[src/rtl/srt_month.sv]
// Month of a birth value, (b / 100) % 100, by two reciprocal multiplications.
// The first quotient is registered, then the second quotient with a copy of the first.
module srt_month (
	input  logic        clk,
	input  logic [26:0] birth,
	output logic [6:0]  month
);

	logic [54:0] prod0;
	logic [42:0] prod1;
	logic [20:0] q1_s1;
	logic [20:0] q1_s2;
	logic [14:0] q2_s2;

	// ceil(2^34 / 100) and ceil(2^28 / 100) give exact quotients over the whole input range
	always_comb begin
		prod0 = 55'(birth) * 55'd171798692;
		prod1 = 43'(q1_s1) * 43'd2684355;
		month = 7'(q1_s2 - 21'(q2_s2) * 21'd100);
	end

	always_ff @(posedge clk) begin
		q1_s1 <= prod0[54:34];
		q1_s2 <= q1_s1;
		q2_s2 <= prod1[42:28];
	end

endmodule

[config.mk]
export PLATFORM = sky130hd
export DESIGN_NAME = srt_month
export DESIGN_NICKNAME = d
export VERILOG_FILES = /design/src/rtl/srt_month.sv
export SDC_FILE = /design/constraint.sdc
export NUM_CORES = 1
export LEC_CHECK = 0
export BUFFER_PORTS_ARGS = -buffer_cell sky130_fd_sc_hd__buf_4
export CORE_MARGIN = 4
export CORE_UTILIZATION = 65
export DETAILED_ROUTE_END_ITERATION = 10
export GPL_ROUTABILITY_DRIVEN = 0
export HOLD_SLACK_MARGIN = 0.05
export PLACE_DENSITY = 0.86
export SLEW_MARGIN = 0
export SYNTH_ARGS = -nofsm -noshare
export SYNTH_HDL_FRONTEND = slang
export SYNTH_SLANG_ARGS = --single-unit
[constraint.sdc]
create_clock -name clk -period 18.9 [get_ports clk]
set_input_delay 5.67 -clock clk [delete_from_list [all_inputs] [get_ports clk]]
set_output_delay 5.67 -clock clk [all_outputs]
set_load 0.005 [all_outputs]
==> flow_summary_export.csv <==
group,metric,value,unit
global_route,antenna_found_initial,0,
synth,synth-edff-count,0,
place,dp_hpwl,41700,um
final_layout,fin_nets,2744,
critical_path,arrival,12.14,ns
final_layout,layout-drive-gt1-share,0.0279,
run_status,status,"completed",
final_layout,diodes,0,
global_route,grt_pass1_vias,14732,
detailed_routing,viasPerCell,5.69,
critical_path,slowest_delay,0.56,ns
synth,synthFlopType,"dfxtp_1",
synth,ys_types,50,
synth,synth_seq_area_share,0.0356,
floorplanning,coreArea,27900,sq um
cts,numCtsBuffers,5,
synth,syn_area,18500,sq um
synth,synth.most_common_cell,"inv_1",
detailed_routing,vias,12754,
place,io_buffers,34,
floorplanning,start_util,0.664,
cts,clk_latency,0.29,ns
worst_hold_path,min_path_type,"register to register",
cts,cts-resized-gates,0,
global_route,grt_use_total,0.314,
synth,synth.avg_cell_area,10.2,sq um
detailed_routing,drt-total-wl,46300,um
critical_path,crit_path_end_kind,"register",
sta,slew_viol_final,0,
floorplanning,die_h,177,um
cts,clock_sinks,33,
sta,fin_ws,6.97,ns
cts,cts.htree.levels,2,
critical_path,criticalPathCategory,"input port to register",
final_layout,fillers,1920,
detailed_routing,drc_errors,0,
cts,cts.hold.buffers_added,0,
sta,skew,0.00433,ns
cts,cts_tree,"done",
place,dp_worst_setup_slack,6.87,ns
detailed_routing,drt_iter0_markers,922,
sta,finalSetupTns,0,ns
synth,synth_warnings,0,
sta,hold_violations,0,
detailed_routing,ant_nets,0,
cts,clk_pin_slew,0.05,ns
cts,clockRootBuffer,"clkbuf_16",
synth,async_reset_ff_frac,0,
global_route,grt_max_degree,11,
critical_path,crit_required,19.11,ns
floorplanning,die_x,177,um
floorplanning,pin_count,35,
final_layout,multi_input_area,15300,sq um
detailed_routing,drt_first_pass_iters,5,
critical_path,slowest_stage,"fa_1",
global_route,grt_overflow_total,0,
critical_path,cp-start-kind,"input port",
cts,post_cts_buffers,0,
sta,max_freq,83.8,MHz
cts,clock_path_buffers,2,
floorplanning,die_area,31300,sq um
final_layout,post-route-util,0.694,
synth,synth.net_count,2706,
critical_path,r2r_setup_slack,12.28,ns
sta,setup_viol,0,
synth,yosysTopAreaCellShare,0.424,
run,cap_violations,0,
sta,tightest_slew,0.709,ns
sta,period_needed,11.93,ns
synth,ys_top_cells_by_count,"678 x inv_1, 460 x ha_1, 393 x fa_1",
final_layout,seq_area,661,sq um
global_route,grt_first_pass_wirelength,75400,um
floorplanning,rows,61,
sta,rsz0062_at_grt,"no",
synth,syn_inst,1825,
sta,min_period_over_period,0.631,
critical_path,cp_max_fo,8,
synth,ys_seq_elements,33,
sta,relSlewSlack,0.515,
detailed_routing,routedWlPerCell,20.7,um
synth,synth_area_leaders,"fa_1 42%, ha_1 31%, inv_1 14%, dfxtp_1 3.6%, xnor2_1 1.6%",
synth,synth_area_leader_cell,"fa_1",
final_layout,synthToLayoutAreaGrowth,4.59,%
[layout make-up]
type / count / area share
clock buffer: 7 / 0.00735
inverter: 678 / 0.131
multi-input combinational: 1111 / 0.790
sequential: 33 / 0.0341
tap: 378 / 0.0244
timing repair buffer: 34 / 0.0132
[worst paths after layout]
check,startpoint,end,depth (start not counted)
hold / removal,q1_s1[0],q1_s2[0],0
hold reg to reg,q1_s1[0],q1_s2[0],0
setup reg to reg,q1_s1[3],q2_s2[4],20
setup / recovery,birth[5],q1_s1[16],25
[per-layer routing]
layer  vias to the layer above  routed length [um]  global-route usage
met1                      6417               17100               0.403
met3                       169                4470              0.0758
met2                       598               22300               0.513
met5                         -                  41             0.00962
li1                       5568                   -                   -
met4                         2                2470               0.131
[placed cells by master (no fill, tap or decap), types with 5 or more instances in the layout]
cell / netlist / routed
a211oi_1: 5 / 5
buf_4: 2 / 34
clkbuf_16: 0 / 5
nand3_1: 17 / 17
a21oi_1: 41 / 41
a21o_1: 17 / 17
dfxtp_1: 33 / 33
ha_1: 460 / 460
nor2_1: 14 / 14
o21ai_0: 17 / 17
inv_1: 678 / 678
xor2_1: 11 / 11
nand4_1: 6 / 6
nor3_1: 7 / 7
a31oi_1: 5 / 5
fa_1: 393 / 393
nand2_1: 21 / 21
nor2b_1: 6 / 6
xnor2_1: 34 / 34
o21bai_1: 6 / 6
[worst max-delay path: cells and delay by family]
kind	cells	cell delay, ns
AOI/OAI and AO/OA	9	2.00
xor gates and xnor gates	1	0.16
adders and majority gates	8	3.70
buffers and inverters	7	0.60
[flip-flops by register name, summed over array words and instances (netlist names)]
register,count
q1_s1,21
q1_s2,7
q2_s2,5
[cell families after synthesis]
| logic type | Yosys count | synth area share |
|---|---|---|
| flops | 33 | 0.0356 |
| fa+ha+maj | 853 | 0.735 |
| xor+xnor | 45 | 0.0213 |
| buf+inv | 681 | 0.138 |
| simple gates | 90 | 0.0245 |
| compound gates | 123 | 0.0458 |
[metrics by stage]
step / instances / hold WS [ns] / instance area (sq um)
2_1_floorplan: 1825 / 0.372 / 18500
3_3_place_gp: 2234 / 0.439 / 19300
3_5_place_dp: 2234 / 0.450 / 19300
4_1_cts: 2241 / 0.472 / 19400
5_1_grt: 2241 / 0.478 / 19400
6_report: 2241 / 0.487 / 19400
Power is left out: the tool's default activity adds up to more than one toggle a clock period on the data nets, which glitch-free logic cannot reach.
