## config.mk

```make
export PLATFORM = sky130hd
export DESIGN_NAME = srt_ram
export DESIGN_NICKNAME = d
export VERILOG_FILES = /design/src/rtl/srt_ram.sv
export SDC_FILE = /design/constraint.sdc
export NUM_CORES = 1
export LEC_CHECK = 0
export ABC_CLOCK_PERIOD_IN_PS = 4300
export CORE_ASPECT_RATIO = 1.2
export CORE_UTILIZATION = 53
export DETAILED_ROUTE_END_ITERATION = 12
export DONT_BUFFER_PORTS = 1
export GPL_TIMING_DRIVEN = 0
export PLACE_DENSITY_LB_ADDON = 0.2
export SLEW_MARGIN = 5
export SYNTH_ARGS = -nofsm -noshare
export SYNTH_HDL_FRONTEND = slang
export SYNTH_SLANG_ARGS = --single-unit
```

## constraint.sdc

```tcl
create_clock -name clk -period 4.3 [get_ports clk]
set_clock_uncertainty 0.05 [all_clocks]
set_input_delay 0.43 -clock clk [delete_from_list [all_inputs] [get_ports clk]]
set_output_delay 0.43 -clock clk [all_outputs]
set_load 0.01 [all_outputs]
```

## src/rtl/srt_ram.sv

```systemverilog
module srt_ram #(
	parameter int unsigned WIDTH = 8,
	parameter int unsigned DEPTH = 32
) (
	input  logic                     clk,
	input  logic                     we,
	input  logic [$clog2(DEPTH)-1:0] waddr,
	input  logic [WIDTH-1:0]         wdata,
	input  logic [$clog2(DEPTH)-1:0] raddr,
	output logic [WIDTH-1:0]         rdata
);

	logic [WIDTH-1:0] mem [DEPTH];

	always_ff @(posedge clk) begin
		if (we) begin
			mem[waddr] <= wdata;
		end
		rdata <= mem[raddr];
	end

endmodule

```

==> results.txt, run 1 <==
The count of pins on the block boundary is 28. The initial core utilization is 54.7%. In the final routed layout, each cell accounts on average for 27.5 um. The cell at the root of the clock tree is clkbuf_16.

Summed over all nets, the half-perimeter wirelength after detailed placement is 12.8 mm. The library cell used most frequently in the layout, excluding fill and tap cells, is edfxtp_1. Buffers placed on the I/O ports in this run total 0. The number of antenna violations at the first check in global routing is 0. The worst setup path is of the input pin to flop kind. Together, buffers and inverters on the worst path number 2.

Setup repair after global routing left no endpoint under its margin. The synthesized area per cell is 24.1 um^2. The via count of the first global-routing pass came to 4592. The min-delay analysis places its worst path in the category input pin to flop.

Buffers inserted to repair hold after CTS numbered 8. At the worst endpoint, the arrival time is 2.88 ns. For this run the aggregate overflow at the end of global routing stands at 0. STA puts the critical path data required time at 4.65 ns.

For this run, the slowest stage of the critical path takes 0.68 ns. The proportion of layout cells with a drive suffix above 1 is 31.1%. The number of clock buffers inserted by TritonCTS is 26.

The core footprint is 18400 um^2. After synthesis the netlist holds a flip-flop and latch count of 264. OpenSTA, run right after detailed placement, puts the worst setup slack at 1.19 ns.

The number of violations reported at the end of detailed-routing iteration 0 is 391. In this run the power density over the cells is 481 nW/um^2. The max-slew violation total from the final report came out at 0.

The count of maximum capacitance violations is 0. The worst hold path terminates at mem[25][0]. Synthesis instantiated 15 different standard cells from the library.

The time the final worst path needs with I/O delays and setup came out at 2.53 ns. The transition time at the pin with the least slew margin came out at 1.18 ns. After clock tree synthesis, the setup repair step added 0 buffers. The startpoint identified for the worst register-to-register timing path is mem[18][3]. After detailed placement, the design holds a cell count of 669. The run finished with clean final reports. The worst voltage drop across the vdd grid is 350 uV. Leaving out fill and tap cells, the most frequent cells in the layout are edfxtp_1, mux4_2, nor2_1. The type of destination of the critical path is a flop. Compared with the post-synthesis result, the final layout area differs by 13.5%. The remaining number of nets flagged by the antenna check after routing is 0. In this run the register-to-register setup slack is 2.40 ns. The final cycle utilization of the critical path came out at 58.8%.

The endpoint of the worst register-to-register path is rdata[3]. The clock tree from TritonCTS is done. The routed design has 19.9 mm of wire. Setup slack closes at 1.77 ns. For the final routed database, the setup TNS stands at 0 ns. The maximum number of pins on one net before global-route repair is 33. The number of nets in the layout is 473. 0 antenna diodes ended up in the layout. The slowest stage of the critical path belongs to the cell clkbuf_1. The sequential fraction of the synthesis area is 78.1%.

The hold-critical path depth is 1. In this run the deepest clock path goes through 3 buffers. The number of hold-slack violations in the final timing report came out at 0. CTS built an H-tree with a depth of 1. The post-synthesis cell count came out at 417.

The tree built by TritonCTS fans out to 264 sinks. Of all nets on the critical path, the largest fanout is 10. The count of non-filler cells in the finished layout came out at 725. The worst-case headroom to the max-slew limit came out at 21.4%. The die extent in y came out at 153 um. The clock-pin slew on the worst setup and hold paths came out at 0.06 ns. The residual DRC count came out at 0. Post-CTS repair changed the size of 0 cells. When the netlist entered floorplanning its net count stood at 437. The die outline width is 128 um. The number of inserted filler cells in the final layout came out at 1264.

The first-pass iteration count of the detailed router came out at 5. Grouping stages by cell kind, the critical path spends the most delay in multiplexers. The total setup violations reported at the end of the flow came out at 0.

The global placer's final weighted congestion came out at 0.762. The number of warnings issued by yosys is 0. In this run the cell area of the synthesized design comes to 10100 um^2. The leakage power is 3.53 nW. The worst reg-to-reg path cell count is 3. The post-layout total power came out at 0.00549 W.

The total global routing track utilization is 21.6%. The clock latency of the later-clocked register in the worst-skew pair is 0.53 ns. The initialized floorplan defines 54 standard-cell rows. The first global-routing pass estimated 30.0 mm of wire. The origin of the worst min-delay path is wdata[0]. Traced cell by cell, the critical path runs through clkbuf_1, clkbuf_1, mux4_2, mux4_2, mux2_2.

The routed layout has 4371 vias. The number of vias per cell came out at 6.03. The die covers 19500 um^2.

The type of origin of the critical path is an input pin. The highest clock rate came out at 0.396 GHz.
synthesized netlist by cell type:
cell      count  area, um^2
nand2_1       1        3.75
nand3b_1      5        37.5
nor2_1       33         124
nand3_1       2        10.0
buf_4         6        45.0
buf_2         1        5.00
buf_1         6        22.5
or3b_2        3        26.3
edfxtp_1    256        7690
mux4_2       80        1800
buf_6         1        11.3
clkbuf_1      6        22.5
mux2_2        8        90.1
or3_1         1        6.26
dfxtp_1       8         160
per-layer routing:
metal | routed length (um) | vias to the layer above | GRT usage (%)
met2 | 9530 | 172 | 33.7
met3 | 1290 | 21 | 3.89
met4 | 293 | 0 | 5.83
met1 | 8800 | 2326 | 31.9
met5 | 0 | - | 0
li1 | - | 1852 | -
per-stage QoR:
step                      utilization [%]  hold WS, ns  instance area, um^2
after global placement               56.4        0.481                10400
after global routing                 62.1        0.146                11400
after floorplan                         -        0.479                10100
final                                62.1        0.142                11400
after detailed placement             56.4        0.481                10400
after CTS                            62.1        0.140                11400
power breakdown:
group / leakage, nW / total [W] / switching (W) / internal, W
clock: 0.437 / 0.00236 / 0.000935 / 0.00142
combinational: 0.716 / 0.000261 / 0.000142 / 0.000119
sequential: 2.37 / 0.00288 / 0.0000155 / 0.00286
total: 3.53 / 0.00549 / 0.00109 / 0.00440
worst register-to-register path, stage by stage, from the launching register on:
cell	delay (ns)
edfxtp_1	0.40
mux4_2	0.49
mux4_2	0.53
mux2_2	0.31
worst max-delay path by stage:
stage | start | to | slack [ns] | depth (start not counted)
floorplan | raddr[2] | rdata[0] | 2.02 | 5
global placement | raddr[2] | rdata[0] | 1.19 | 5
detailed placement | raddr[2] | rdata[0] | 1.19 | 5
CTS | raddr[2] | rdata[0] | 1.73 | 5
global route | raddr[2] | rdata[0] | 1.72 | 5
finish | raddr[2] | rdata[1] | 1.77 | 5
flip-flops by register name, summed over array words and instances (netlist names):
register / flops
mem: 256
rdata: 8
kinds of logic after synthesis:
| group | synth area share, % |
|---|---|
| buffers and inverters | 1.06 |
| DFF | 78.1 |
| muxes | 18.8 |
| and+or+nand+nor | 2.07 |
area by class of cell:
class                   count  area [um^2]  area share, %
clock buffers              33          718           6.29
clock inverters            15          176           1.55
repair buffers              8          150           1.32
flip-flops and latches    264         7850           68.8
multi-input cells         133         2100           18.4
well taps                 252          315           2.76
plain buffers              20          106          0.932
(Power assumes the default switching activity.)
==> run 2, diff against run 1 <==
--- a/config.mk
+++ b/config.mk
@@ -5,7 +5,7 @@
 export SDC_FILE = /design/constraint.sdc
 export NUM_CORES = 1
 export LEC_CHECK = 0
-export ABC_CLOCK_PERIOD_IN_PS = 4300
+export ABC_CLOCK_PERIOD_IN_PS = 2450
 export CORE_ASPECT_RATIO = 1.2
 export CORE_UTILIZATION = 53
 export DETAILED_ROUTE_END_ITERATION = 12
==> constraint.sdc (replaced) <==
create_clock -name clk -period 2.45 [get_ports clk]
set_clock_uncertainty 0.05 [all_clocks]
set_input_delay 0.245 -clock clk [delete_from_list [all_inputs] [get_ports clk]]
set_output_delay 0.245 -clock clk [all_outputs]
set_load 0.01 [all_outputs]
==> results.txt, run 2 (synthesized netlist as in run 1, its figures left out) <==
The deepest clock path buffer count was 3 (unchanged). The initial core utilization came out at 54.7% (unchanged). The residual DRC count was 0 (unchanged). The number of clock buffers inserted by TritonCTS is 26 (unchanged). Derived from the worst setup path, the maximum achievable clock frequency is 0.427 GHz.

The post-synthesis to final-layout area growth came out at 14.2%. The total setup violations reported at the end of the flow came out at 0 (unchanged). The total overflow reported by the global router is 0 (unchanged). The clock tree from TritonCTS is done.

The critical path is of the input pin to flop type. The number of inserted filler cells in the final layout came out at 1260 (-0.32%). The worst voltage drop across the vdd grid is 611 uV (+74%).

The clock latency of the later-clocked register in the worst-skew pair came out at 0.53 ns (about the same). The number of violations reported at the end of detailed-routing iteration 0 came out at 431 (+10%). The run finished with clean final reports. The via count of the first global-routing pass came out at 4617 (+0.54%). The count of non-filler cells in the finished layout came out at 732 (+0.97%).

The power per unit of standard cell area came out at 840 nW/um^2 (+75%). STA classifies the critical path endpoint as a flop. The die area is 19500 um^2 (unchanged). The most common cell after layout, fill and taps aside is edfxtp_1. STA classifies the critical path startpoint as an input pin. In this run the worst hold path is classified as input pin to flop. Setup repair after global routing left no endpoint under its margin. The wire length of the first global-routing pass came out at 30.1 mm (+0.14%). The number of antenna cells inserted came out at 0 (unchanged).

The final cycle utilization of the critical path came out at 95.6%. The maximum level of the CTS H-tree is 1 (unchanged). The cell total after placement is 669 (unchanged). The proportion of layout cells with a drive suffix above 1 is 30.6% (-0.45 points). The cell sitting at the root of the clock tree is a clkbuf_16. The leakage power is 3.56 nW (+0.83%).

The largest registers in the layout are mem (256), rdata (8). The first-pass iteration count of the detailed router came out at 5 (unchanged). The max-slew violation total from the final report came out at 0 (unchanged). The count of maximum capacitance violations is 0 (unchanged). The remaining number of nets flagged by the antenna check after routing is 0 (unchanged).

The clock-pin slew on the worst setup and hold paths is 0.06 ns (about the same). The total setup buffers inserted after CTS is 0 (unchanged). The average routed wire per standard cell is 27.2 um (-0.81%).

The sum of routed wire length over all layers came out at 19.9 mm (+0.15%). The count of input and output buffers was 0 (unchanged). The worst-case headroom to the max-slew limit came to 19.7% (-1.7 points). The required time of the critical path is 2.80 ns (-1.85 ns). The flip-flop count of the largest register after layout came out at 256 (unchanged).

Traced cell by cell, the critical path runs through clkbuf_1, clkbuf_1, mux4_2, mux4_2, mux2_2. The transition time at the pin with the least slew margin is 1.20 ns (+0.0257 ns). The total global routing track utilization came to 21.6% (about the same). The row count is 54 (unchanged). The core footprint is 18400 um^2 (unchanged). The number of nets in the layout is 480 (+1.5%). The area of all sequential standard cells is 7850 um^2 (unchanged).

The maximum cell stage delay along the critical path came out at 0.67 ns (about the same). The maximum net fanout on the critical path came out at 10 (unchanged). The TritonCTS sink count is 264 (unchanged). The time the final worst path needs with I/O delays and setup is 2.34 ns. The number of vias after detailed routing came out at 4409 (+0.87%). The number of antenna violations at the first check in global routing came out at 0 (unchanged).

The maximum number of pins on one net before global-route repair is 33 (unchanged). The count of pins on the block boundary came out at 28 (unchanged). For this design, the slowest cell found on the critical path is clkbuf_1. In the layout the commonest cells are edfxtp_1, mux4_2, nor2_1. The die outline width was 128 um (unchanged). The number of hold-slack violations in the final timing report is 0 (unchanged).

The die extent in y is 153 um (unchanged). The number of hold-repair buffers added at the cts stage came out at 15 (+7). The data arrival time of the critical path is 2.69 ns (-0.19 ns). The register containing the most flip-flops in the final layout is mem.

The global placer's final weighted congestion is 0.762 (unchanged). The placed wire-length estimate after detailed placement came out at 12.8 mm (unchanged). The hold slack was 0.173 ns (+0.0311 ns). The number of instances resized during post-cts repair was 0 (unchanged). The area of the multi-input gates came to 2100 um^2 (unchanged).

The number of vias per cell came out at 6.02 (about the same).
[run 2: critical path, delay by kind of cell]
family | cells | cell delay [ns]
buffers and inverters | 2 | 1.16
multiplexers | 3 | 1.27
[run 2: layout make-up]
class	count	area share, %
sequential	264	68.3
multi-input combinational	133	18.3
clock buffer	33	6.25
tap	252	2.75
timing repair buffer	15	1.92
clock inverter	15	1.54
buffer	20	0.926
[run 2: worst paths after layout]
kind | from | endpoint | slack, ns | depth (start not counted)
setup reg to reg | mem[6][4] | rdata[4] | 0.56 | 3
hold / removal | waddr[3] | mem[30][4] | 0.17 | 2
setup / recovery | raddr[2] | rdata[1] | 0.11 | 5
hold reg to reg | mem[14][7] | rdata[7] | 0.90 | 3
[run 2: metrics by stage]
| stage | utilization [%] | cell area [um^2] | total power [W] | TNS, ns | setup slack (ns) |
|---|---|---|---|---|---|
| floorplan | - | 10100 | 0.00541 | 0 | 0.353 |
| global placement | 56.4 | 10400 | 0.00550 | -3.49 | -0.472 |
| detailed placement | 56.4 | 10400 | 0.00552 | -3.58 | -0.478 |
| CTS | 62.5 | 11500 | 0.00971 | 0 | 0.0664 |
| global route | 62.5 | 11500 | 0.00990 | 0 | 0.0539 |
| finish | 62.5 | 11500 | 0.00965 | 0 | 0.107 |
[run 2: per-layer routing]
| metal | vias to the layer above | track usage [%] | routed length [um] |
|---|---|---|---|
| met5 | - | 0 | 0 |
| met4 | 0 | 5.83 | 294 |
| met3 | 21 | 3.85 | 1250 |
| met2 | 146 | 33.8 | 9560 |
| met1 | 2374 | 31.9 | 8840 |
| li1 | 1868 | - | - |
[run 2: power by group]
group | internal (W) | switching (W)
clock network | 0.00249 | 0.00164
registers | 0.00502 | 0.0000272
logic | 0.000216 | 0.000254
total | 0.00773 | 0.00192
